### src/sv/selective_repeat_arq_control_top_defines.svh
// Assertion macros shared by the selective-repeat ARQ control RTL.
// Expects clk_i and rst_ni in the scope of every use.
`ifndef SELECTIVE_REPEAT_ARQ_CONTROL_TOP_DEFINES_SVH
`define SELECTIVE_REPEAT_ARQ_CONTROL_TOP_DEFINES_SVH

// same-cycle implication
`define SRA_ASSERT_IMP(lbl, ante, cons, msg) \
  lbl: assert property (@(posedge clk_i) disable iff (!rst_ni) (ante) |-> (cons)) \
    else $error(msg);

// next-cycle implication
`define SRA_ASSERT_NXT(lbl, ante, cons, msg) \
  lbl: assert property (@(posedge clk_i) disable iff (!rst_ni) (ante) |=> (cons)) \
    else $error(msg);

`endif

### src/sv/sra_pkg.sv
// Types, codes and sequence helpers for the selective-repeat ARQ control core.
// No dependencies; used by every other file of the block but the assertion macro header.
package sra_pkg;

  localparam int unsigned SEQ_W  = 5;
  localparam int unsigned SLOT_W = 4;
  localparam int unsigned WINDOW = 1 << SLOT_W;
  localparam int unsigned QUEUE_DEPTH_DEF = 2;

  typedef logic [SEQ_W-1:0]  seq_t;
  typedef logic [SLOT_W-1:0] slot_t;

  localparam seq_t SEQ_MAX    = seq_t'((1 << SEQ_W) - 1);
  localparam seq_t WINDOW_SEQ = seq_t'(WINDOW);

  typedef enum logic [2:0] {
    OP_NET     = 3'd0,
    OP_PHYS    = 3'd1,
    OP_RX      = 3'd2,
    OP_ACK_TO  = 3'd3,
    OP_DATA_TO = 3'd4
  } op_e;

  typedef enum logic [1:0] {
    KIND_DATA = 2'd0,
    KIND_ACK  = 2'd1,
    KIND_NAK  = 2'd2
  } kind_e;

  typedef enum logic [2:0] {
    ACT_SEND      = 3'd0,
    ACT_STORE     = 3'd1,
    ACT_DELIVER   = 3'd2,
    ACT_STOP      = 3'd3,
    ACT_START_ACK = 3'd4,
    ACT_FLOW      = 3'd5
  } act_e;

  typedef enum logic [3:0] {
    EVT_NET     = 4'd0,
    EVT_PHYS    = 4'd1,
    EVT_RX_BAD  = 4'd2,
    EVT_RX_DATA = 4'd3,
    EVT_RX_NAK  = 4'd4,
    EVT_RX_ACK  = 4'd5,
    EVT_ACK_TO  = 4'd6,
    EVT_DATA_TO = 4'd7,
    EVT_OTHER   = 4'd8
  } evt_e;

  typedef struct packed {
    evt_e  evt;
    seq_t  seq;
    seq_t  ack;
    slot_t tslot;
  } cmd_t;

  typedef struct packed {
    act_e  action;
    kind_e tx_kind;
    seq_t  tx_seq;
    seq_t  tx_ack;
    slot_t slot;
    logic  net_enable;
    logic  last;
  } act_t;

  function automatic seq_t seq_next(seq_t k);
    return (k == SEQ_MAX) ? '0 : seq_t'(k + 1'b1);
  endfunction

  function automatic seq_t seq_prev(seq_t k);
    return (k == '0) ? SEQ_MAX : seq_t'(k - 1'b1);
  endfunction

  // a <= b < c on the circular sequence space
  function automatic logic in_win(seq_t a, seq_t b, seq_t c);
    return ((a <= b) && (b < c)) || ((c < a) && (a <= b)) || ((b < c) && (c < a));
  endfunction

  // window is a power of two: slot is the low bits of the sequence number
  function automatic slot_t slot_of(seq_t s);
    return s[SLOT_W-1:0];
  endfunction

endpackage

### src/sv/sra_in_if.sv
// Event channel interface of the ARQ control core: valid/ready plus event fields.
// Depends on sra_pkg.
interface sra_in_if import sra_pkg::*; ();
  logic        valid;
  logic        ready;
  logic [2:0]  op;
  logic        frame_good;
  logic [1:0]  rx_kind;
  seq_t        rx_seq;
  seq_t        rx_ack;
  slot_t       timer_slot;

  modport source (output valid, op, frame_good, rx_kind, rx_seq, rx_ack, timer_slot,
                  input ready);
  modport sink   (input valid, op, frame_good, rx_kind, rx_seq, rx_ack, timer_slot,
                  output ready);
endinterface

### src/sv/sra_out_if.sv
// Action channel interface of the ARQ control core: valid/ready plus action fields.
// Depends on sra_pkg.
interface sra_out_if import sra_pkg::*; ();
  logic        valid;
  logic        ready;
  logic [2:0]  action;
  logic [1:0]  tx_kind;
  seq_t        tx_seq;
  seq_t        tx_ack;
  slot_t       slot;
  logic        net_enable;
  logic        last;

  modport source (output valid, action, tx_kind, tx_seq, tx_ack, slot, net_enable, last,
                  input ready);
  modport sink   (input valid, action, tx_kind, tx_seq, tx_ack, slot, net_enable, last,
                  output ready);
endinterface

### src/sv/sra_front.sv
// Front end: takes event beats and classifies them into queue commands.
// Depends on sra_pkg and sra_in_if.
module sra_front import sra_pkg::*; (
  sra_in_if.sink evt_i,
  output logic   push_valid_o,
  input  logic   push_ready_i,
  output cmd_t   push_cmd_o
);

  evt_e evt;

  always_comb begin
    case (evt_i.op)
      OP_NET:     evt = EVT_NET;
      OP_PHYS:    evt = EVT_PHYS;
      OP_RX: begin
        if (!evt_i.frame_good) begin
          evt = EVT_RX_BAD;
        end else if (evt_i.rx_kind == KIND_DATA) begin
          evt = EVT_RX_DATA;
        end else if (evt_i.rx_kind == KIND_NAK) begin
          evt = EVT_RX_NAK;
        end else begin
          evt = EVT_RX_ACK;
        end
      end
      OP_ACK_TO:  evt = EVT_ACK_TO;
      OP_DATA_TO: evt = EVT_DATA_TO;
      default:    evt = EVT_OTHER;
    endcase
  end

  assign push_cmd_o.evt   = evt;
  assign push_cmd_o.seq   = evt_i.rx_seq;
  assign push_cmd_o.ack   = evt_i.rx_ack;
  assign push_cmd_o.tslot = evt_i.timer_slot;
  assign push_valid_o     = evt_i.valid;
  assign evt_i.ready      = push_ready_i;

endmodule

### src/sv/sra_queue.sv
// Small command queue between front and back ends, flip-flop storage.
// Depends on sra_pkg and the assertion macro header.
`include "selective_repeat_arq_control_top_defines.svh"
module sra_queue import sra_pkg::*; #(
  parameter int unsigned DEPTH = QUEUE_DEPTH_DEF
) (
  input  logic clk_i,
  input  logic rst_ni,
  input  logic push_valid_i,
  output logic push_ready_o,
  input  cmd_t push_cmd_i,
  output logic pop_valid_o,
  input  logic pop_ready_i,
  output cmd_t pop_cmd_o
);

  localparam int unsigned PTR_W = (DEPTH > 1) ? $clog2(DEPTH) : 1;
  localparam int unsigned CNT_W = $clog2(DEPTH + 1);
  localparam logic [PTR_W-1:0] PTR_LAST = PTR_W'(DEPTH - 1);
  localparam logic [CNT_W-1:0] CNT_FULL = CNT_W'(DEPTH);

  cmd_t             mem_q [DEPTH];
  logic [PTR_W-1:0] wr_q, wr_d, rd_q, rd_d;
  logic [CNT_W-1:0] cnt_q, cnt_d;
  logic             push, pop;

  assign push_ready_o = (cnt_q != CNT_FULL);
  assign pop_valid_o  = (cnt_q != '0);
  assign pop_cmd_o    = mem_q[rd_q];
  assign push         = push_valid_i && push_ready_o;
  assign pop          = pop_valid_o && pop_ready_i;

  always_comb begin
    wr_d  = wr_q;
    rd_d  = rd_q;
    cnt_d = cnt_q;
    if (push) begin
      wr_d = (wr_q == PTR_LAST) ? '0 : PTR_W'(wr_q + 1'b1);
    end
    if (pop) begin
      rd_d = (rd_q == PTR_LAST) ? '0 : PTR_W'(rd_q + 1'b1);
    end
    if (push && !pop) begin
      cnt_d = CNT_W'(cnt_q + 1'b1);
    end else if (pop && !push) begin
      cnt_d = CNT_W'(cnt_q - 1'b1);
    end
  end

  always_ff @(posedge clk_i or negedge rst_ni) begin
    if (!rst_ni) begin
      wr_q  <= '0;
      rd_q  <= '0;
      cnt_q <= '0;
    end else begin
      wr_q  <= wr_d;
      rd_q  <= rd_d;
      cnt_q <= cnt_d;
    end
  end

  always_ff @(posedge clk_i) begin
    if (push) begin
      mem_q[wr_q] <= push_cmd_i;
    end
  end

  `SRA_ASSERT_IMP(a_cnt_bound, 1'b1, cnt_q <= CNT_FULL, "sra_queue: count above depth")
  `SRA_ASSERT_NXT(a_cnt_up, push && !pop, cnt_q == CNT_W'($past(cnt_q) + 1'b1), "sra_queue: lost push")
  `SRA_ASSERT_NXT(a_ptr_sync, pop && !push, wr_q == $past(wr_q), "sra_queue: write pointer moved")

endmodule

### src/sv/sra_back.sv
// Back end: window state and action sequencer; takes a new event only once the last run is done.
// Depends on sra_pkg, sra_out_if and the assertion macro header.
`include "selective_repeat_arq_control_top_defines.svh"
module sra_back import sra_pkg::*; (
  input  logic     clk_i,
  input  logic     rst_ni,
  input  logic     pop_valid_i,
  output logic     pop_ready_o,
  input  cmd_t     pop_cmd_i,
  sra_out_if.source act_o
);

  typedef enum logic [5:0] {
    ST_IDLE  = 6'b000001,
    ST_HEAD  = 6'b000010,
    ST_STORE = 6'b000100,
    ST_DELIV = 6'b001000,
    ST_ACKW  = 6'b010000,
    ST_FLOW  = 6'b100000
  } state_e;

  state_e            st_q, st_d;
  cmd_t              cmd_q, cmd_d;
  seq_t              sn_q, sn_d, al_q, al_d, rl_q, rl_d, rh_q, rh_d;
  logic [SEQ_W-1:0]  bc_q, bc_d;
  logic              nak_ok_q, nak_ok_d, phys_q, phys_d, dlv_q, dlv_d;
  logic [WINDOW-1:0] marks_q, marks_d;
  logic              ov_q, ov_d;
  act_t              out_q, out_d;
  logic              emit_ok, load;
  seq_t              to_a, to_b, nak_r;
  logic              room;

  assign emit_ok     = !ov_q || act_o.ready;
  assign pop_ready_o = (st_q == ST_IDLE);
  assign room        = (bc_q < SEQ_W'(WINDOW));
  assign to_a        = seq_t'({1'b0, cmd_q.tslot});
  assign to_b        = seq_t'(to_a + WINDOW_SEQ);
  assign nak_r       = seq_next(cmd_q.ack);

  always_comb begin
    st_d     = st_q;
    cmd_d    = cmd_q;
    sn_d     = sn_q;
    al_d     = al_q;
    rl_d     = rl_q;
    rh_d     = rh_q;
    bc_d     = bc_q;
    nak_ok_d = nak_ok_q;
    phys_d   = phys_q;
    dlv_d    = dlv_q;
    marks_d  = marks_q;
    load     = 1'b0;
    out_d    = '0;
    out_d.action  = ACT_FLOW;
    out_d.tx_kind = KIND_DATA;

    case (st_q)
      ST_IDLE: begin
        if (pop_valid_i) begin
          cmd_d = pop_cmd_i;
          st_d  = ST_HEAD;
        end
      end
      ST_HEAD: begin
        case (cmd_q.evt)
          EVT_NET: begin
            if (!room) begin
              st_d = ST_FLOW;
            end else if (emit_ok) begin
              load          = 1'b1;
              out_d.action  = ACT_SEND;
              out_d.tx_kind = KIND_DATA;
              out_d.tx_seq  = sn_q;
              out_d.tx_ack  = seq_prev(rl_q);
              out_d.slot    = slot_of(sn_q);
              phys_d        = 1'b0;
              bc_d          = SEQ_W'(bc_q + 1'b1);
              sn_d          = seq_next(sn_q);
              st_d          = ST_FLOW;
            end
          end
          EVT_PHYS: begin
            phys_d = 1'b1;
            st_d   = ST_FLOW;
          end
          EVT_RX_BAD: begin
            if (!nak_ok_q) begin
              st_d = ST_FLOW;
            end else if (emit_ok) begin
              load          = 1'b1;
              out_d.action  = ACT_SEND;
              out_d.tx_kind = KIND_NAK;
              out_d.tx_ack  = seq_prev(rl_q);
              nak_ok_d      = 1'b0;
              phys_d        = 1'b0;
              st_d          = ST_FLOW;
            end
          end
          EVT_ACK_TO: begin
            if (emit_ok) begin
              load          = 1'b1;
              out_d.action  = ACT_SEND;
              out_d.tx_kind = KIND_ACK;
              out_d.tx_ack  = seq_prev(rl_q);
              phys_d        = 1'b0;
              st_d          = ST_FLOW;
            end
          end
          EVT_DATA_TO: begin
            if (!in_win(al_q, to_a, sn_q) && !in_win(al_q, to_b, sn_q)) begin
              st_d = ST_FLOW;
            end else if (emit_ok) begin
              load          = 1'b1;
              out_d.action  = ACT_SEND;
              out_d.tx_kind = KIND_DATA;
              out_d.tx_seq  = in_win(al_q, to_a, sn_q) ? to_a : to_b;
              out_d.tx_ack  = seq_prev(rl_q);
              out_d.slot    = cmd_q.tslot;
              phys_d        = 1'b0;
              st_d          = ST_FLOW;
            end
          end
          EVT_RX_DATA: begin
            if (emit_ok) begin
              load = 1'b1;
              if ((cmd_q.seq != rl_q) && nak_ok_q) begin
                out_d.action  = ACT_SEND;
                out_d.tx_kind = KIND_NAK;
                out_d.tx_ack  = seq_prev(rl_q);
                nak_ok_d      = 1'b0;
                phys_d        = 1'b0;
              end else begin
                out_d.action  = ACT_START_ACK;
              end
              st_d = ST_STORE;
            end
          end
          EVT_RX_NAK: begin
            if (!in_win(al_q, nak_r, sn_q)) begin
              st_d = ST_ACKW;
            end else if (emit_ok) begin
              load          = 1'b1;
              out_d.action  = ACT_SEND;
              out_d.tx_kind = KIND_DATA;
              out_d.tx_seq  = nak_r;
              out_d.tx_ack  = seq_prev(rl_q);
              out_d.slot    = slot_of(nak_r);
              phys_d        = 1'b0;
              st_d          = ST_ACKW;
            end
          end
          EVT_RX_ACK: st_d = ST_ACKW;
          default:    st_d = ST_FLOW;
        endcase
      end
      ST_STORE: begin
        if (!in_win(rl_q, cmd_q.seq, rh_q) || marks_q[slot_of(cmd_q.seq)]) begin
          st_d = ST_ACKW;
        end else if (emit_ok) begin
          load                         = 1'b1;
          out_d.action                 = ACT_STORE;
          out_d.slot                   = slot_of(cmd_q.seq);
          marks_d[slot_of(cmd_q.seq)]  = 1'b1;
          dlv_d                        = 1'b0;
          st_d                         = ST_DELIV;
        end
      end
      ST_DELIV: begin
        if (marks_q[slot_of(rl_q)]) begin
          if (emit_ok) begin
            load                   = 1'b1;
            out_d.action           = ACT_DELIVER;
            out_d.slot             = slot_of(rl_q);
            marks_d[slot_of(rl_q)] = 1'b0;
            nak_ok_d               = 1'b1;
            rl_d                   = seq_next(rl_q);
            rh_d                   = seq_next(rh_q);
            dlv_d                  = 1'b1;
          end
        end else if (!dlv_q) begin
          st_d = ST_ACKW;
        end else if (emit_ok) begin
          load         = 1'b1;
          out_d.action = ACT_START_ACK;
          st_d         = ST_ACKW;
        end
      end
      ST_ACKW: begin
        if (!in_win(al_q, cmd_q.ack, sn_q)) begin
          st_d = ST_FLOW;
        end else if (emit_ok) begin
          load         = 1'b1;
          out_d.action = ACT_STOP;
          out_d.slot   = slot_of(al_q);
          if (bc_q != '0) begin
            bc_d = SEQ_W'(bc_q - 1'b1);
          end
          al_d = seq_next(al_q);
        end
      end
      ST_FLOW: begin
        if (emit_ok) begin
          load             = 1'b1;
          out_d.action     = ACT_FLOW;
          out_d.net_enable = room && phys_q;
          out_d.last       = 1'b1;
          st_d             = ST_IDLE;
        end
      end
      default: st_d = ST_IDLE;
    endcase

    ov_d = load ? 1'b1 : (act_o.ready ? 1'b0 : ov_q);
  end

  always_ff @(posedge clk_i or negedge rst_ni) begin
    if (!rst_ni) begin
      st_q     <= ST_IDLE;
      sn_q     <= '0;
      al_q     <= '0;
      rl_q     <= '0;
      rh_q     <= WINDOW_SEQ;
      bc_q     <= '0;
      nak_ok_q <= 1'b1;
      phys_q   <= 1'b0;
      dlv_q    <= 1'b0;
      marks_q  <= '0;
      ov_q     <= 1'b0;
    end else begin
      st_q     <= st_d;
      sn_q     <= sn_d;
      al_q     <= al_d;
      rl_q     <= rl_d;
      rh_q     <= rh_d;
      bc_q     <= bc_d;
      nak_ok_q <= nak_ok_d;
      phys_q   <= phys_d;
      dlv_q    <= dlv_d;
      marks_q  <= marks_d;
      ov_q     <= ov_d;
    end
  end

  always_ff @(posedge clk_i) begin
    cmd_q <= cmd_d;
    if (load) begin
      out_q <= out_d;
    end
  end

  assign act_o.valid      = ov_q;
  assign act_o.action     = out_q.action;
  assign act_o.tx_kind    = out_q.tx_kind;
  assign act_o.tx_seq     = out_q.tx_seq;
  assign act_o.tx_ack     = out_q.tx_ack;
  assign act_o.slot       = out_q.slot;
  assign act_o.net_enable = out_q.net_enable;
  assign act_o.last       = out_q.last;

  `SRA_ASSERT_IMP(a_bc_bound, 1'b1, bc_q <= SEQ_W'(WINDOW), "sra_back: buffered count above window")
  `SRA_ASSERT_IMP(a_idle_head_clear, st_q == ST_IDLE, !marks_q[slot_of(rl_q)], "sra_back: in-order slot left undelivered")
  `SRA_ASSERT_NXT(a_deliver_step, st_q == ST_DELIV && load && !dlv_d == 1'b0 && marks_q[slot_of(rl_q)], rl_q == seq_next($past(rl_q)), "sra_back: deliver without window advance")
  `SRA_ASSERT_IMP(a_last_flow, load && out_d.last, st_q == ST_FLOW, "sra_back: run closed outside flow control")

endmodule

### src/sv/selective_repeat_arq_control_top.sv
// Top level of the selective-repeat ARQ control core: front end, command queue, back end.
// Depends on sra_pkg, sra_in_if, sra_out_if, sra_front, sra_queue and sra_back.
//
//   channel | dir | interface  | payload
//   evt_i   | in  | sra_in_if  | op, frame_good, rx_kind, rx_seq, rx_ack, timer_slot
//   act_o   | out | sra_out_if | action, tx_kind, tx_seq, tx_ack, slot, net_enable, last
//
// The back end pops an event, then walks its steps (head, store, deliver, ack, flow)
// and emits an action beat for each step that acts; every run ends with a flow beat
// with last set. An ack retires each slot with its own stop beat; a data frame may
// deliver up to 16 slots and retire up to 16. A held beat on act_o stalls the back end.
// Reset clears the window state at once; no clearing pass.
// Up to QUEUE_DEPTH events are taken while the back end works or act_o stalls.
module selective_repeat_arq_control_top import sra_pkg::*; #(
  parameter int unsigned QUEUE_DEPTH = QUEUE_DEPTH_DEF
) (
  input  logic      clk_i,
  input  logic      rst_ni,
  sra_in_if.sink    evt_i,
  sra_out_if.source act_o
);

  logic push_valid, push_ready, pop_valid, pop_ready;
  cmd_t push_cmd, pop_cmd;

  sra_front u_front (
    .evt_i        (evt_i),
    .push_valid_o (push_valid),
    .push_ready_i (push_ready),
    .push_cmd_o   (push_cmd)
  );

  sra_queue #(
    .DEPTH (QUEUE_DEPTH)
  ) u_queue (
    .clk_i        (clk_i),
    .rst_ni       (rst_ni),
    .push_valid_i (push_valid),
    .push_ready_o (push_ready),
    .push_cmd_i   (push_cmd),
    .pop_valid_o  (pop_valid),
    .pop_ready_i  (pop_ready),
    .pop_cmd_o    (pop_cmd)
  );

  sra_back u_back (
    .clk_i       (clk_i),
    .rst_ni      (rst_ni),
    .pop_valid_i (pop_valid),
    .pop_ready_o (pop_ready),
    .pop_cmd_i   (pop_cmd),
    .act_o       (act_o)
  );

endmodule

### src/flat_wrapper.sv
// flat-port wrapper written by rule: the top's interface ports become plain ports
module selective_repeat_arq_control_top_flat import sra_pkg::*;
#(
  parameter int unsigned QUEUE_DEPTH = QUEUE_DEPTH_DEF
)
  (clk_i, rst_ni, evt_i_valid, evt_i_op, evt_i_frame_good, evt_i_rx_kind, evt_i_rx_seq, evt_i_rx_ack, evt_i_timer_slot, evt_i_ready, act_o_valid, act_o_action, act_o_tx_kind, act_o_tx_seq, act_o_tx_ack, act_o_slot, act_o_net_enable, act_o_last, act_o_ready);
  sra_in_if evt_i_i ();
  sra_out_if act_o_i ();
  input  logic clk_i;
  input  logic rst_ni;
  input wire logic [$bits(evt_i_i.valid)-1:0] evt_i_valid;
  input wire logic [$bits(evt_i_i.op)-1:0] evt_i_op;
  input wire logic [$bits(evt_i_i.frame_good)-1:0] evt_i_frame_good;
  input wire logic [$bits(evt_i_i.rx_kind)-1:0] evt_i_rx_kind;
  input wire logic [$bits(evt_i_i.rx_seq)-1:0] evt_i_rx_seq;
  input wire logic [$bits(evt_i_i.rx_ack)-1:0] evt_i_rx_ack;
  input wire logic [$bits(evt_i_i.timer_slot)-1:0] evt_i_timer_slot;
  output wire logic [$bits(evt_i_i.ready)-1:0] evt_i_ready;
  output wire logic [$bits(act_o_i.valid)-1:0] act_o_valid;
  output wire logic [$bits(act_o_i.action)-1:0] act_o_action;
  output wire logic [$bits(act_o_i.tx_kind)-1:0] act_o_tx_kind;
  output wire logic [$bits(act_o_i.tx_seq)-1:0] act_o_tx_seq;
  output wire logic [$bits(act_o_i.tx_ack)-1:0] act_o_tx_ack;
  output wire logic [$bits(act_o_i.slot)-1:0] act_o_slot;
  output wire logic [$bits(act_o_i.net_enable)-1:0] act_o_net_enable;
  output wire logic [$bits(act_o_i.last)-1:0] act_o_last;
  input wire logic [$bits(act_o_i.ready)-1:0] act_o_ready;
  assign evt_i_i.valid = evt_i_valid;
  assign evt_i_i.op = evt_i_op;
  assign evt_i_i.frame_good = evt_i_frame_good;
  assign evt_i_i.rx_kind = evt_i_rx_kind;
  assign evt_i_i.rx_seq = evt_i_rx_seq;
  assign evt_i_i.rx_ack = evt_i_rx_ack;
  assign evt_i_i.timer_slot = evt_i_timer_slot;
  assign evt_i_ready = evt_i_i.ready;
  assign act_o_valid = act_o_i.valid;
  assign act_o_action = act_o_i.action;
  assign act_o_tx_kind = act_o_i.tx_kind;
  assign act_o_tx_seq = act_o_i.tx_seq;
  assign act_o_tx_ack = act_o_i.tx_ack;
  assign act_o_slot = act_o_i.slot;
  assign act_o_net_enable = act_o_i.net_enable;
  assign act_o_last = act_o_i.last;
  assign act_o_i.ready = act_o_ready;
  selective_repeat_arq_control_top #(.QUEUE_DEPTH(QUEUE_DEPTH)) u_core (.clk_i(clk_i), .rst_ni(rst_ni), .evt_i(evt_i_i), .act_o(act_o_i));
endmodule
### config.mk
export PLATFORM = sky130hd
export DESIGN_NAME = selective_repeat_arq_control_top_flat
export DESIGN_NICKNAME = d
export VERILOG_FILES = /design/src/sv/sra_pkg.sv /design/src/sv/sra_in_if.sv /design/src/sv/sra_out_if.sv /design/src/sv/sra_front.sv /design/src/sv/sra_queue.sv /design/src/sv/sra_back.sv /design/src/sv/selective_repeat_arq_control_top.sv /design/src/flat_wrapper.sv
export VERILOG_INCLUDE_DIRS = /design/src /design/src/sv
export SDC_FILE = /design/constraint.sdc
export NUM_CORES = 1
export LEC_CHECK = 0
export BUFFER_PORTS_ARGS = -buffer_cell sky130_fd_sc_hd__buf_2
export CAP_MARGIN = 40
export CORE_MARGIN = 4
export CORE_UTILIZATION = 60
export DETAILED_ROUTE_END_ITERATION = 10
export PLACE_DENSITY = 0.87
export REMOVE_ABC_BUFFERS = 1
export SYNTH_ARGS = -nofsm -noshare
export SYNTH_HDL_FRONTEND = slang
export SYNTH_SLANG_ARGS = --single-unit
### constraint.sdc
create_clock -name clk_i -period 4.9 [get_ports clk_i]
set_input_delay 0.98 -clock clk_i [delete_from_list [all_inputs] [get_ports clk_i]]
set_output_delay 0.98 -clock clk_i [all_outputs]
set_load 0.01 [all_outputs]
==> results_tabular.tex, run 1 <==
\begin{tabular}{lr}
\hline
Metric & Value \\
\hline
\multicolumn{2}{l}{\textbf{Cells and area}} \\
Area growth from synthesis to layout & 12.77\% \\
Nets@finish & 824 \\
FILL cells & 878 \\
Proportion of layout cells with a drive suffix above 1 & 0.1647 \\
Most common library cell in the layout ignoring fill and taps & edfxtp\_1 \\
Diodes inserted & 0 \\
Final cell count without fillers & 921 \\
Most frequent cells in the layout & 75 x edfxtp\_1, 74 x o21ai\_0, 59 x ha\_1 \\
\multicolumn{2}{l}{\textbf{Detailed routing}} \\
Post-DR wirelength/cell & 18.85 microns \\
Via count of the routed design & 5920 \\
Antenna viol nets, final & 0 \\
Count of TritonRoute iterations in the first routing pass & 7 \\
Routed via count divided by cell count & 6.428 \\
Number of DRC markers after the initial detailed-route iteration & 772 \\
DRC viols & 0 \\
Final wirelength & 17.36 mm \\
\multicolumn{2}{l}{\textbf{Global route}} \\
Global routing usage on met3 & 0.07116 \\
GR Util met2 & 0.4032 \\
Remaining global-route overflow & 0 \\
Most used routing layer in global routing & met2 \\
Total global routing track utilization & 0.2532 \\
Wire length of the first global-routing pass & 28.62 mm \\
Number of global-route vias before repair & 5786 \\
Maximum number of pins on one net before global-route repair & 56 \\
Fraction of met1 tracks used by global routing & 0.3245 \\
Antenna violations before repair & 0 \\
\multicolumn{2}{l}{\textbf{Min path}} \\
Worst-case hold path end point & u\_core.u\_queue.cnt\_q[1] \\
Count of cells along the worst hold path & 1 \\
Path type of the worst min-delay path & reg -> reg \\
Hold Path Origin & u\_core.u\_queue.cnt\_q[1] \\
\multicolumn{2}{l}{\textbf{Timing}} \\
Final sum of negative setup slack & 0 ns \\
Slew Limit Headroom & 0.4296 \\
Max Clock Freq & 262.3 MHz \\
Number of max-slew violations in the final report & 0 \\
Worst Skew & 0.008960 ns \\
Final critical path time including I/O delays and setup & 3.813 ns \\
Unrepaired setup endpoints after global routing & false \\
Ratio of final minimum period to clock period & 0.7782 \\
Hold Violations, Final & 0 \\
Setup Viol. Count Final & 0 \\
Transition time at the pin with the least slew margin & 0.8491 ns \\
\multicolumn{2}{l}{\textbf{Worst setup path}} \\
Kind of capture point of the worst setup path & flop \\
Crit Reg-Reg Startpoint & u\_core.u\_back.cmd\_q[4] \\
Startpoint Class & flop \\
Data arrival at the endpoint of the critical path & 4.07 ns \\
Endpoint of the most critical register-to-register path & u\_core.u\_back.act\_o.slot[0] \\
Class of the most critical setup path & reg -> reg \\
Highest net fanout along the worst path & 5 \\
Data required time at the worst endpoint & 5.16 ns \\
R2r worst-path depth & 14 \\
Slack of the worst reg-to-reg path & 1.09 ns \\
\multicolumn{2}{l}{\textbf{Die}} \\
Core region area & 12110 sq um \\
Std cell rows & 40 \\
Die footprint & 14310 sq um \\
Height of the die & 119.6 microns \\
IO Pins & 47 \\
Starting density of the core & 0.6175 \\
Horizontal die dimension & 119.6 microns \\
\multicolumn{2}{l}{\textbf{Synthesis}} \\
Sequential share of the synthesized area & 0.4857 \\
Top cell type's share of synthesized area & 0.3012 \\
Count of flip-flops with a built-in enable after synthesis & 75 \\
Count of cell types in the netlist & 65 \\
Yosys warnings & 0 \\
Area contributors post-synth & edfxtp\_1 30\%, dfrtp\_1 17\%, ha\_1 9.9\%, o21ai\_0 5.0\%, mux2\_2 3.6\% \\
Cell type with the largest total area after synthesis & edfxtp\_1 \\
Most used DFF post-synth & edfxtp\_1 \\
Synthesized cell area & 7478 sq um \\
Avg Inst Size Synth & 10.79 sq um \\
Post-Syn Instances & 693 \\
Number of synthesized register bits & 130 \\
Fraction of synthesis flops using an asynchronous set or reset pin & 0.4231 \\
\multicolumn{2}{l}{\textbf{Clocking}} \\
Root Driver & clkbuf\_16 \\
Deepest level of the CTS H-tree & 4 \\
TritonCTS clock tree & yes \\
Number of cells upsized or downsized after cts & 0 \\
Cts bufs inserted & 17 \\
Bufs on Longest Clock Path & 2 \\
Later-pin clock latency in the skew report & 0.43 ns \\
Hold buffer count at cts & 0 \\
Clock-pin slew on the worst setup and hold paths & 0.06 ns \\
Sinks on the clock net & 130 \\
\# Post-CTS Setup Buffers & 0 \\
\multicolumn{2}{l}{\textbf{Place}} \\
Number of placed instances, taps included & 889 \\
Total of buffers placed on input and output ports & 46 \\
Placer congestion estimate & 0.9973 \\
Half-perimeter wire length after detailed placement & 12.56 mm \\
\multicolumn{2}{l}{\textbf{Power and ir drop}} \\
Sequential cell fraction of total power & 0.400 \\
Clock group share of total power & 0.266 \\
Worst vdd ir & 0.3624 mV \\
Switching Fraction & 0.3613 \\
Power density of the placed cells & 532.7 nW/um\^{}2 \\
Share of total power in combinational logic & 0.334 \\
Leakage power summed over all cells & 3.481 nW \\
Internal power contribution & 2.869 mW \\
Net load switching power & 1.623 mW \\
\multicolumn{2}{l}{\textbf{Status}} \\
Status & finished clean \\
\multicolumn{2}{l}{\textbf{Flow run}} \\
Total of max-cap violations & 0 \\
\hline
\end{tabular}
==> flip-flops by register name, summed over array words and instances, names as in the netlist <==
name / count
u_core.u_queue.mem_q: 36
u_core.u_back.cmd_q: 18
u_core.u_back.marks_q: 16
u_core.u_back.st_q: 6
u_core.u_back.act_o.tx_ack: 5
u_core.u_back.act_o.tx_seq: 5
u_core.u_back.al_q: 5
u_core.u_back.bc_q: 5
u_core.u_back.rh_q: 5
u_core.u_back.rl_q: 5
u_core.u_back.sn_q: 5
u_core.u_back.act_o.slot: 4
u_core.u_back.act_o.action: 3
u_core.u_back.act_o.tx_kind: 2
u_core.u_queue.cnt_q: 2
u_core.u_back.act_o.last: 1
u_core.u_back.act_o.net_enable: 1
u_core.u_back.act_o.valid: 1
u_core.u_back.dlv_q: 1
u_core.u_back.nak_ok_q: 1
u_core.u_back.phys_q: 1
u_core.u_queue.rd_q: 1
u_core.u_queue.wr_q: 1
==> power groups by stage <==
stage	Sequential (mW)	Clock, mW	Combinational (mW)
after floorplan	1.72	0	1.08
after detailed placement	1.81	0	1.47
after CTS	1.79	1.21	1.49
final	1.80	1.20	1.50
after global routing	1.83	1.26	1.68
after global placement	1.79	0	1.37
==> cell type report <==
type                    instances  area (sq um)  area share
flip-flops and latches        130          3632      0.4307
multi-input cells             492          3580      0.4245
clock buffers                  20         436.7     0.05178
repair buffers                 53         284.0     0.03368
well taps                     168         210.2     0.02493
inverters                      46         172.7     0.02047
clock inverters                12         117.6     0.01395
==> per-layer routing <==
metal,up-vias,wire length [microns],share of wire
li1,2687,-,-
met1,2836,7051,0.41
met2,336,8262,0.48
met3,61,1508,0.087
met4,0,537,0.031
met5,-,0,0
==> logic make-up (layout without fill, tap and decap cells) <==
kind of cell / Yosys count / in the layout / synth area share
buf+inv: 71 / 131 / 0.03681
simple gates: 201 / 201 / 0.1340
mux: 38 / 38 / 0.07094
flops: 130 / 130 / 0.4857
compound gates: 175 / 175 / 0.1496
xor+xnor: 15 / 15 / 0.01757
fa+ha+maj: 63 / 63 / 0.1054
==> cells in the mapped netlist, types with 3 or more instances <==
library cell	count
inv_1	46
clkbuf_1	22
nor4_1	5
nand4_1	4
a21oi_1	26
o21bai_1	3
or3_1	4
nor3_1	17
and3_1	13
mux4_2	7
nor2_1	50
xor2_1	3
a41oi_1	4
nor2b_1	10
ha_1	59
edfxtp_1	75
a211oi_1	6
maj3_1	3
nand2b_1	18
a222oi_1	8
o31ai_1	12
dfstp_2	3
or2_2	3
o22ai_1	3
nand2_1	46
nand3_1	17
a21o_1	6
dfrtp_1	52
o21ai_0	75
a31oi_1	6
mux2_2	24
mux2i_1	5
nand3b_1	3
a2111oi_0	3
xnor2_1	12
==> critical path, stage by stage, from the launching register on <==
cell	delay, ns
edfxtp_1	0.47
ha_1	0.26
and3_1	0.18
ha_1	0.21
nor2_1	0.23
inv_1	0.07
ha_1	0.28
and3_1	0.15
a211oi_1	0.24
a32o_1	0.18
maj3_1	0.20
nor3b_1	0.57
buf_2	0.27
a222oi_1	0.11
o21ai_0	0.22
==> stage by stage <==
step	instance area [sq um]	utilization	setup slack (ns)	power, mW	hold WS (ns)
6_report	8433	0.6963	1.087	4.492	0.5017
5_1_grt	8433	0.6963	0.8189	4.769	0.5411
4_1_cts	8433	0.6963	1.092	4.482	0.5041
3_5_place_dp	7879	0.6505	1.153	3.273	0.4973
3_3_place_gp	7863	0.6492	1.160	3.161	0.4772
2_1_floorplan	7376	-	0.5064	2.795	0.4608
==> worst max path at each step <==
| stage | from | end | slack (ns) | cells after the start |
|---|---|---|---|---|
| 6_report | u_core.u_back.cmd_q[4] | u_core.u_back.act_o.slot[0] | 1.09 | 14 |
| 4_1_cts | u_core.u_back.cmd_q[4] | u_core.u_back.act_o.slot[2] | 1.09 | 14 |
| 3_3_place_gp | u_core.u_back.cmd_q[4] | u_core.u_back.act_o.tx_ack[3] | 1.16 | 14 |
| 5_1_grt | u_core.u_back.cmd_q[4] | u_core.u_back.act_o.slot[2] | 0.82 | 14 |
| 3_5_place_dp | u_core.u_back.cmd_q[4] | u_core.u_back.act_o.tx_ack[2] | 1.15 | 15 |
| 2_1_floorplan | u_core.u_back.cmd_q[4] | u_core.u_back.act_o.action[0] | 0.51 | 14 |
Note: power is estimated with default switching activity, not from simulation.
==> inputs of run 2 (changes only) <==
--- a/config.mk
+++ b/config.mk
@@ -9,9 +9,9 @@
 export BUFFER_PORTS_ARGS = -buffer_cell sky130_fd_sc_hd__buf_2
 export CAP_MARGIN = 40
 export CORE_MARGIN = 4
-export CORE_UTILIZATION = 60
+export CORE_UTILIZATION = 55
 export DETAILED_ROUTE_END_ITERATION = 10
-export PLACE_DENSITY = 0.87
+export PLACE_DENSITY = 0.84
 export REMOVE_ABC_BUFFERS = 1
 export SYNTH_ARGS = -nofsm -noshare
 export SYNTH_HDL_FRONTEND = slang
==> constraint.sdc (replaced) <==
create_clock -name clk_i -period 3.08 [get_ports clk_i]
set_input_delay 0.616 -clock clk_i [delete_from_list [all_inputs] [get_ports clk_i]]
set_output_delay 0.616 -clock clk_i [all_outputs]
set_load 0.01 [all_outputs]
==> run 2 against run 1 <==
  * The run now ends with negative setup slack left
  * Clock skew about the same
  * Total power up 80%
  * Design area up 9.6%
  * Non-clock buffer count up 58
  * Setup slack worse by 1.3 ns
  * First-iteration DRC count up 25%
  * Largest power group is now combinational logic
  * Critical endpoint is now u_core.u_back.act_o.tx_seq[2]
  * Final cell count up 7.2%
  * Sequential share of layout area down 3.7 points
==> results_tabular.tex, run 2 (synthesis gave the netlist of run 1 again) <==
\begin{tabular}{lr}
\hline
Metric & Value \\
\hline
\multicolumn{2}{l}{\textbf{Cells and area}} \\
Max FFs per register & 36 \\
Diodes inserted & 0 \\
Most flops, register & u\_core.u\_queue.mem\_q \\
Area growth from synthesis to layout & 23.56\% \\
Nets@finish & 882 \\
Final cell count without fillers & 987 \\
Post-layout utilization of the core & 0.6950 \\
Non-Filler Cell Area, Final & 9240 sq um \\
Most common library cell in the layout ignoring fill and taps & edfxtp\_1 \\
Proportion of layout cells with a drive suffix above 1 & 0.2713 \\
Most frequent cells in the layout & 75 x edfxtp\_1, 71 x o21ai\_0, 57 x buf\_4 \\
Top flop regs & u\_core.u\_queue.mem\_q (36), u\_core.u\_back.cmd\_q (18), u\_core.u\_back.marks\_q (16) \\
\multicolumn{2}{l}{\textbf{Timing}} \\
Max Clock Freq & 300.5 MHz \\
Final critical path time including I/O delays and setup & 3.327 ns \\
Final sum of negative setup slack & -7.181 ns \\
Slew Limit Headroom & 0.3923 \\
Unrepaired setup endpoints after global routing & true \\
Transition time at the pin with the least slew margin & 0.9020 ns \\
Hold Violations, Final & 0 \\
Ratio of final minimum period to clock period & 1.080 \\
Slack of the critical path & -0.2475 ns \\
Setup Viol. Count Final & 38 \\
Number of max-slew violations in the final report & 0 \\
Worst Skew & 0.009257 ns \\
\multicolumn{2}{l}{\textbf{Global route}} \\
Total global routing track utilization & 0.2479 \\
Number of global-route vias before repair & 6270 \\
Remaining global-route overflow & 0 \\
Maximum number of pins on one net before global-route repair & 35 \\
Wire length of the first global-routing pass & 30.89 mm \\
Antenna violations before repair & 0 \\
\multicolumn{2}{l}{\textbf{Worst setup path}} \\
Longest individual stage delay on the worst path & 0.42 ns \\
Kind of capture point of the worst setup path & flop \\
Data required time at the worst endpoint & 3.27 ns \\
R2r worst-path depth & 16 \\
Critical path, cell by cell & ha\_2 -> and3\_4 -> ha\_4 -> nor2\_4 -> inv\_2 -> ha\_4 -> and3\_4 -> o21ai\_2 -> a32o\_2 -> maj3\_2 -> buf\_4 -> inv\_2 -> nor2\_2 -> o31ai\_4 -> o21ai\_4 -> clkbuf\_16 \\
Data arrival at the endpoint of the critical path & 3.52 ns \\
Largest delay contributor family on the critical path & adder cells \\
Class of the most critical setup path & reg -> reg \\
Endpoint of the most critical register-to-register path & u\_core.u\_back.act\_o.tx\_seq[2] \\
Highest net fanout along the worst path & 5 \\
Startpoint Class & flop \\
Crit path buf inv count & 4 \\
Max stage delay cell, worst path & edfxtp\_1 \\
Crit Reg-Reg Startpoint & u\_core.u\_back.cmd\_q[5] \\
Slack of the worst reg-to-reg path & -0.25 ns \\
\multicolumn{2}{l}{\textbf{Clocking}} \\
Later-pin clock latency in the skew report & 0.42 ns \\
Root Driver & clkbuf\_16 \\
Deepest level of the CTS H-tree & 4 \\
Bufs on Longest Clock Path & 2 \\
Sinks on the clock net & 130 \\
TritonCTS clock tree & yes \\
Hold buffer count at cts & 0 \\
Cts bufs inserted & 17 \\
Clock-pin slew on the worst setup and hold paths & 0.06 ns \\
\multicolumn{2}{l}{\textbf{Die}} \\
Starting density of the core & 0.5625 \\
Std cell rows & 42 \\
Core region area & 13300 sq um \\
IO Pins & 47 \\
Horizontal die dimension & 124.6 microns \\
Die footprint & 15530 sq um \\
Height of the die & 124.6 microns \\
\multicolumn{2}{l}{\textbf{Place}} \\
Half-perimeter wire length after detailed placement & 13.32 mm \\
Total of buffers placed on input and output ports & 46 \\
Number of placed instances, taps included & 940 \\
Placer congestion estimate & 0.9816 \\
Post-Place Cell Area & 8228 sq um \\
\multicolumn{2}{l}{\textbf{Power and ir drop}} \\
Share of total power in combinational logic & 0.413 \\
Worst vdd ir & 0.5104 mV \\
Power density of the placed cells & 873.9 nW/um\^{}2 \\
Leakage power summed over all cells & 3.828 nW \\
Internal power contribution & 5.140 mW \\
Sequential cell fraction of total power & 0.341 \\
Switching Fraction & 0.3635 \\
Net load switching power & 2.935 mW \\
Total power consumption of the routed design & 8.075 mW \\
Clock group share of total power & 0.246 \\
\multicolumn{2}{l}{\textbf{Detailed routing}} \\
Number of DRC markers after the initial detailed-route iteration & 965 \\
DRC viols & 0 \\
Count of TritonRoute iterations in the first routing pass & 6 \\
Antenna viol nets, final & 0 \\
Via count of the routed design & 6370 \\
Post-DR wirelength/cell & 20.08 microns \\
Routed via count divided by cell count & 6.454 \\
Final wirelength & 19.82 mm \\
\multicolumn{2}{l}{\textbf{Status}} \\
Status & finished, violations left \\
Violations in the final reports & negative setup slack \\
\multicolumn{2}{l}{\textbf{Min path}} \\
Path type of the worst min-delay path & in -> async \\
\multicolumn{2}{l}{\textbf{Flow run}} \\
Total of max-cap violations & 0 \\
\hline
\end{tabular}
-- run 2: changes by cell type in the layout (fill, tap and decap cells not counted), sizes merged --
cell / previous run / this run
clkinv: 8 / 2
buf: 53 / 109
bufinv: 2 / 1
clkbuf: 20 / 24
clkinvlp: 2 / 3
inv: 46 / 50
-- run 2: per-stage QoR --
step / hold WS [ns] / setup slack, ns
floorplan: 0.3204 / -1.314
global placement: 0.4762 / -0.3979
detailed placement: 0.5012 / -0.5104
CTS: 0.1699 / -0.1370
global route: 0.1931 / -0.3182
finish: 0.1741 / -0.2475
-- run 2: worst reg2reg max path, delay by kind of cell, from the launching register on --
kind                     cells  cell delay (ns)
AO/OA/AOI/OAI                4             0.76
adder cells (fa/ha/maj)      4             0.97
buffers and inverters        4             0.45
flip-flops                   1             0.42
AND/OR/NAND/NOR              4             0.50
-- run 2: how the worst max path moves through the flow --
stage,start,endpoint,slack (ns),cells past startpoint
finish,u_core.u_back.cmd_q[5],u_core.u_back.act_o.tx_seq[2],-0.25,16
CTS,u_core.u_back.cmd_q[5],u_core.u_back.act_o.slot[1],-0.14,14
global route,u_core.u_back.sn_q[2],u_core.u_back.act_o.slot[2],-0.32,10
global placement,u_core.u_back.cmd_q[4],u_core.u_back.act_o.slot[0],-0.40,13
detailed placement,u_core.u_back.cmd_q[4],u_core.u_back.act_o.slot[1],-0.51,14
floorplan,u_core.u_back.cmd_q[4],u_core.u_back.act_o.action[0],-1.31,14
-- run 2: power by group through the flow --
| stage | logic, mW | clock network [mW] | registers (mW) |
|---|---|---|---|
| 2_1_floorplan | 1.72 | 0 | 2.73 |
| 3_5_place_dp | 2.69 | 0 | 2.79 |
| 3_3_place_gp | 2.51 | 0 | 2.75 |
| 5_1_grt | 3.62 | 2.10 | 2.80 |
| 4_1_cts | 3.02 | 2.00 | 2.73 |
| 6_report | 3.33 | 1.99 | 2.75 |
-- run 2: cell type report --
class                           count  area (sq um)
Sequential cell                   130          3633
Fill cell                         860          4055
Multi-Input combinational cell    492          3826
Clock inverter                     10         93.84
Clock buffer                       22         496.7
Tap cell                          176         220.2
Timing Repair Buffer              111         797.0
Inverter                           46         172.7
-- run 2: routing by layer --
layer | track usage | up-vias | wire length [microns]
met4 | 0.1270 | 0 | 868
met5 | 0 | - | 0
met1 | 0.3018 | 3025 | 7418
met3 | 0.07161 | 96 | 1998
met2 | 0.4020 | 432 | 9535
li1 | - | 2817 | -
-- run 2: timing repair --
action	4_1_cts	5_1_grt
resized for setup	30	22
endpoints found under the hold margin	0	0
gates cloned	0	3
pin swaps	14	21
setup endpoints to repair	47	50
buffers inserted	7	5
==> inputs of run 3 (changes only) <==
--- a/config.mk
+++ b/config.mk
@@ -11,6 +11,7 @@
 export CORE_MARGIN = 4
 export CORE_UTILIZATION = 55
 export DETAILED_ROUTE_END_ITERATION = 10
+export GPL_TIMING_DRIVEN = 0
 export PLACE_DENSITY = 0.84
 export REMOVE_ABC_BUFFERS = 1
 export SYNTH_ARGS = -nofsm -noshare
==> run 3 against run 2 <==
  * Total power up 1.9%
  * Non-clock buffer count is 24 lower
  * Largest cell class unchanged
  * Combinational power decreased by 3%
  * Count of clock-buffer cells in the layout is 5 lower
  * Worst hold slack improved by 0.052 ns
  * Wire length is 4.1% lower
  * Utilization down 0.59 points
  * First-iteration DRC count shrank 7.3%
  * Setup slack improved by 0.024 ns
  * The run still ends with negative setup slack left
  * Via count is 2.8% lower
==> results_tabular.tex, run 3 (synthesis gave the netlist of run 1 again) <==
\begin{tabular}{lr}
\hline
Metric & Value \\
\hline
\multicolumn{2}{l}{\textbf{Status}} \\
Status & finished, violations left \\
Violations in the final reports & negative setup slack \\
\multicolumn{2}{l}{\textbf{Cells and area}} \\
Area growth from synthesis to layout & 22.50\% \\
Non-Filler Cell Area, Final & 9161 sq um \\
Diodes inserted & 0 \\
Post-layout utilization of the core & 0.6891 \\
FILL cells & 887 \\
Most common library cell in the layout ignoring fill and taps & edfxtp\_1 \\
Final cell count without fillers & 963 \\
Most frequent cells in the layout & 75 x edfxtp\_1, 66 x o21ai\_0, 53 x ha\_1 \\
Top flop regs & u\_core.u\_queue.mem\_q (36), u\_core.u\_back.cmd\_q (18), u\_core.u\_back.marks\_q (16) \\
Proportion of layout cells with a drive suffix above 1 & 0.2821 \\
Most flops, register & u\_core.u\_queue.mem\_q \\
Nets@finish & 858 \\
Max FFs per register & 36 \\
\multicolumn{2}{l}{\textbf{Timing}} \\
Max Clock Freq & 302.7 MHz \\
Slew Limit Headroom & 0.2974 \\
Slack of the critical path & -0.2239 ns \\
Worst Skew & 0.007478 ns \\
Transition time at the pin with the least slew margin & 1.047 ns \\
Hold\_ws & 0.2261 ns \\
Final critical path time including I/O delays and setup & 3.304 ns \\
Number of max-slew violations in the final report & 0 \\
Unrepaired setup endpoints after global routing & true \\
Final sum of negative setup slack & -5.812 ns \\
Setup Viol. Count Final & 37 \\
Hold Violations, Final & 0 \\
Ratio of final minimum period to clock period & 1.073 \\
\multicolumn{2}{l}{\textbf{Min path}} \\
Path type of the worst min-delay path & in -> async \\
\multicolumn{2}{l}{\textbf{Power and ir drop}} \\
Worst vdd ir & 0.5210 mV \\
Leakage power summed over all cells & 3.736 nW \\
Power density of the placed cells & 897.7 nW/um\^{}2 \\
Total power consumption of the routed design & 8.224 mW \\
\multicolumn{2}{l}{\textbf{Die}} \\
Starting density of the core & 0.5625 \\
Die footprint & 15530 sq um \\
Core region area & 13300 sq um \\
Std cell rows & 42 \\
Horizontal die dimension & 124.6 microns \\
IO Pins & 47 \\
Height of the die & 124.6 microns \\
\multicolumn{2}{l}{\textbf{Detailed routing}} \\
Routed via count divided by cell count & 6.428 \\
Post-DR wirelength/cell & 19.74 microns \\
Number of DRC markers after the initial detailed-route iteration & 895 \\
Final wirelength & 19.01 mm \\
Via count of the routed design & 6190 \\
DRC viols & 0 \\
Count of TritonRoute iterations in the first routing pass & 6 \\
Antenna viol nets, final & 0 \\
\multicolumn{2}{l}{\textbf{Clocking}} \\
Bufs on Longest Clock Path & 2 \\
Clock-pin slew on the worst setup and hold paths & 0.06 ns \\
Sinks on the clock net & 130 \\
TritonCTS clock tree & yes \\
Deepest level of the CTS H-tree & 4 \\
Later-pin clock latency in the skew report & 0.43 ns \\
Cts bufs inserted & 17 \\
Root Driver & clkbuf\_16 \\
\multicolumn{2}{l}{\textbf{Flow run}} \\
Total of max-cap violations & 0 \\
\multicolumn{2}{l}{\textbf{Worst setup path}} \\
Library cell appearing most often on the critical path & ha\_4 \\
Critical path, cell by cell & ha\_2 -> and3\_4 -> ha\_4 -> nor2\_4 -> inv\_2 -> ha\_4 -> and3\_1 -> a211oi\_2 -> a32o\_2 -> maj3\_2 -> nor3b\_4 -> a222oi\_1 -> buf\_4 -> o21ai\_4 \\
Endpoint of the most critical register-to-register path & u\_core.u\_back.act\_o.slot[2] \\
Startpoint Class & flop \\
Slack of the worst reg-to-reg path & -0.22 ns \\
Crit Reg-Reg Startpoint & u\_core.u\_back.cmd\_q[4] \\
Worst setup startpoint & u\_core.u\_back.cmd\_q[4] \\
Data required time at the worst endpoint & 3.23 ns \\
Kind of capture point of the worst setup path & flop \\
Highest net fanout along the worst path & 8 \\
Data arrival at the endpoint of the critical path & 3.45 ns \\
Critical path capture point & u\_core.u\_back.act\_o.slot[2] \\
R2r worst-path depth & 14 \\
Longest individual stage delay on the worst path & 0.39 ns \\
Class of the most critical setup path & reg -> reg \\
Max stage delay cell, worst path & edfxtp\_1 \\
\multicolumn{2}{l}{\textbf{Global route}} \\
Maximum number of pins on one net before global-route repair & 30 \\
Total global routing track utilization & 0.2380 \\
Number of global-route vias before repair & 6136 \\
Remaining global-route overflow & 0 \\
Wire length of the first global-routing pass & 29.86 mm \\
Antenna violations before repair & 0 \\
\multicolumn{2}{l}{\textbf{Place}} \\
Placement Setup Slack & -1.111 ns \\
Post-Place Cell Area & 7910 sq um \\
Placer congestion estimate & 0.9183 \\
Number of placed instances, taps included & 895 \\
Half-perimeter wire length after detailed placement & 12.64 mm \\
Total of buffers placed on input and output ports & 46 \\
\hline
\end{tabular}
-- run 3: changes by cell type in the layout (fill, tap and decap cells not counted), sizes merged --
cell	previous run	this run
clkinvlp	3	2
buf	109	87
bufinv	1	5
clkinv	2	3
clkbuf	24	17
inv	50	51
-- run 3: worst min path at each step --
stage                         from                        end  slack (ns)  depth (start not counted)
6_report                    rst_ni      u_core.u_back.rh_q[0]        0.23                          1
3_5_place_dp   u_core.u_queue.wr_q        u_core.u_queue.wr_q        0.50                          1
4_1_cts                     rst_ni      u_core.u_back.rh_q[0]        0.23                          1
3_3_place_gp   u_core.u_queue.wr_q        u_core.u_queue.wr_q        0.48                          1
2_1_floorplan               rst_ni  u_core.u_back.act_o.valid        0.32                          0
5_1_grt                     rst_ni      u_core.u_back.rh_q[0]        0.28                          1
-- run 3: area by class of cell --
type | instances | area, sq um | share of cell area
well taps | 176 | 220.2 | 0.02404
multi-input cells | 492 | 3889 | 0.4245
clock buffers | 17 | 425.4 | 0.04644
inverters | 46 | 175.2 | 0.01912
repair buffers | 87 | 580.6 | 0.06337
clock inverters | 15 | 226.5 | 0.02472
flip-flops and latches | 130 | 3645 | 0.3978
-- run 3: where the power goes --
| part | internal (mW) | total, mW | switching, mW |
|---|---|---|---|
| sequential | 2.36 | 2.79 | 0.430 |
| clock | 1.44 | 2.21 | 0.769 |
| combinational | 1.45 | 3.22 | 1.77 |
| total | 5.25 | 8.22 | 2.97 |
-- run 3: worst max-delay path: cells and delay by family, from the launching register on --
family	cells	cell delay, ns
adders and majority gates	4	0.95
AOI/OAI and AO/OA	4	0.72
and+or+nand+nor	4	0.68
DFF	1	0.39
buffers and inverters	2	0.27
-- run 3: routing by layer --
metal	wire length (microns)	track usage	vias up
li1	-	-	2776
met1	7256	0.2876	2968
met2	9225	0.3804	353
met3	1668	0.07376	93
met4	857	0.1302	0
met5	0	0	-
-- run 3: what timing repair did --
| action | CTS | global route |
|---|---|---|
| hold buffers | 0 | 0 |
| endpoints found under the setup margin | 61 | 49 |
| setup buffers | 23 | 12 |
| pin swaps | 16 | 26 |
| resized for setup | 48 | 36 |
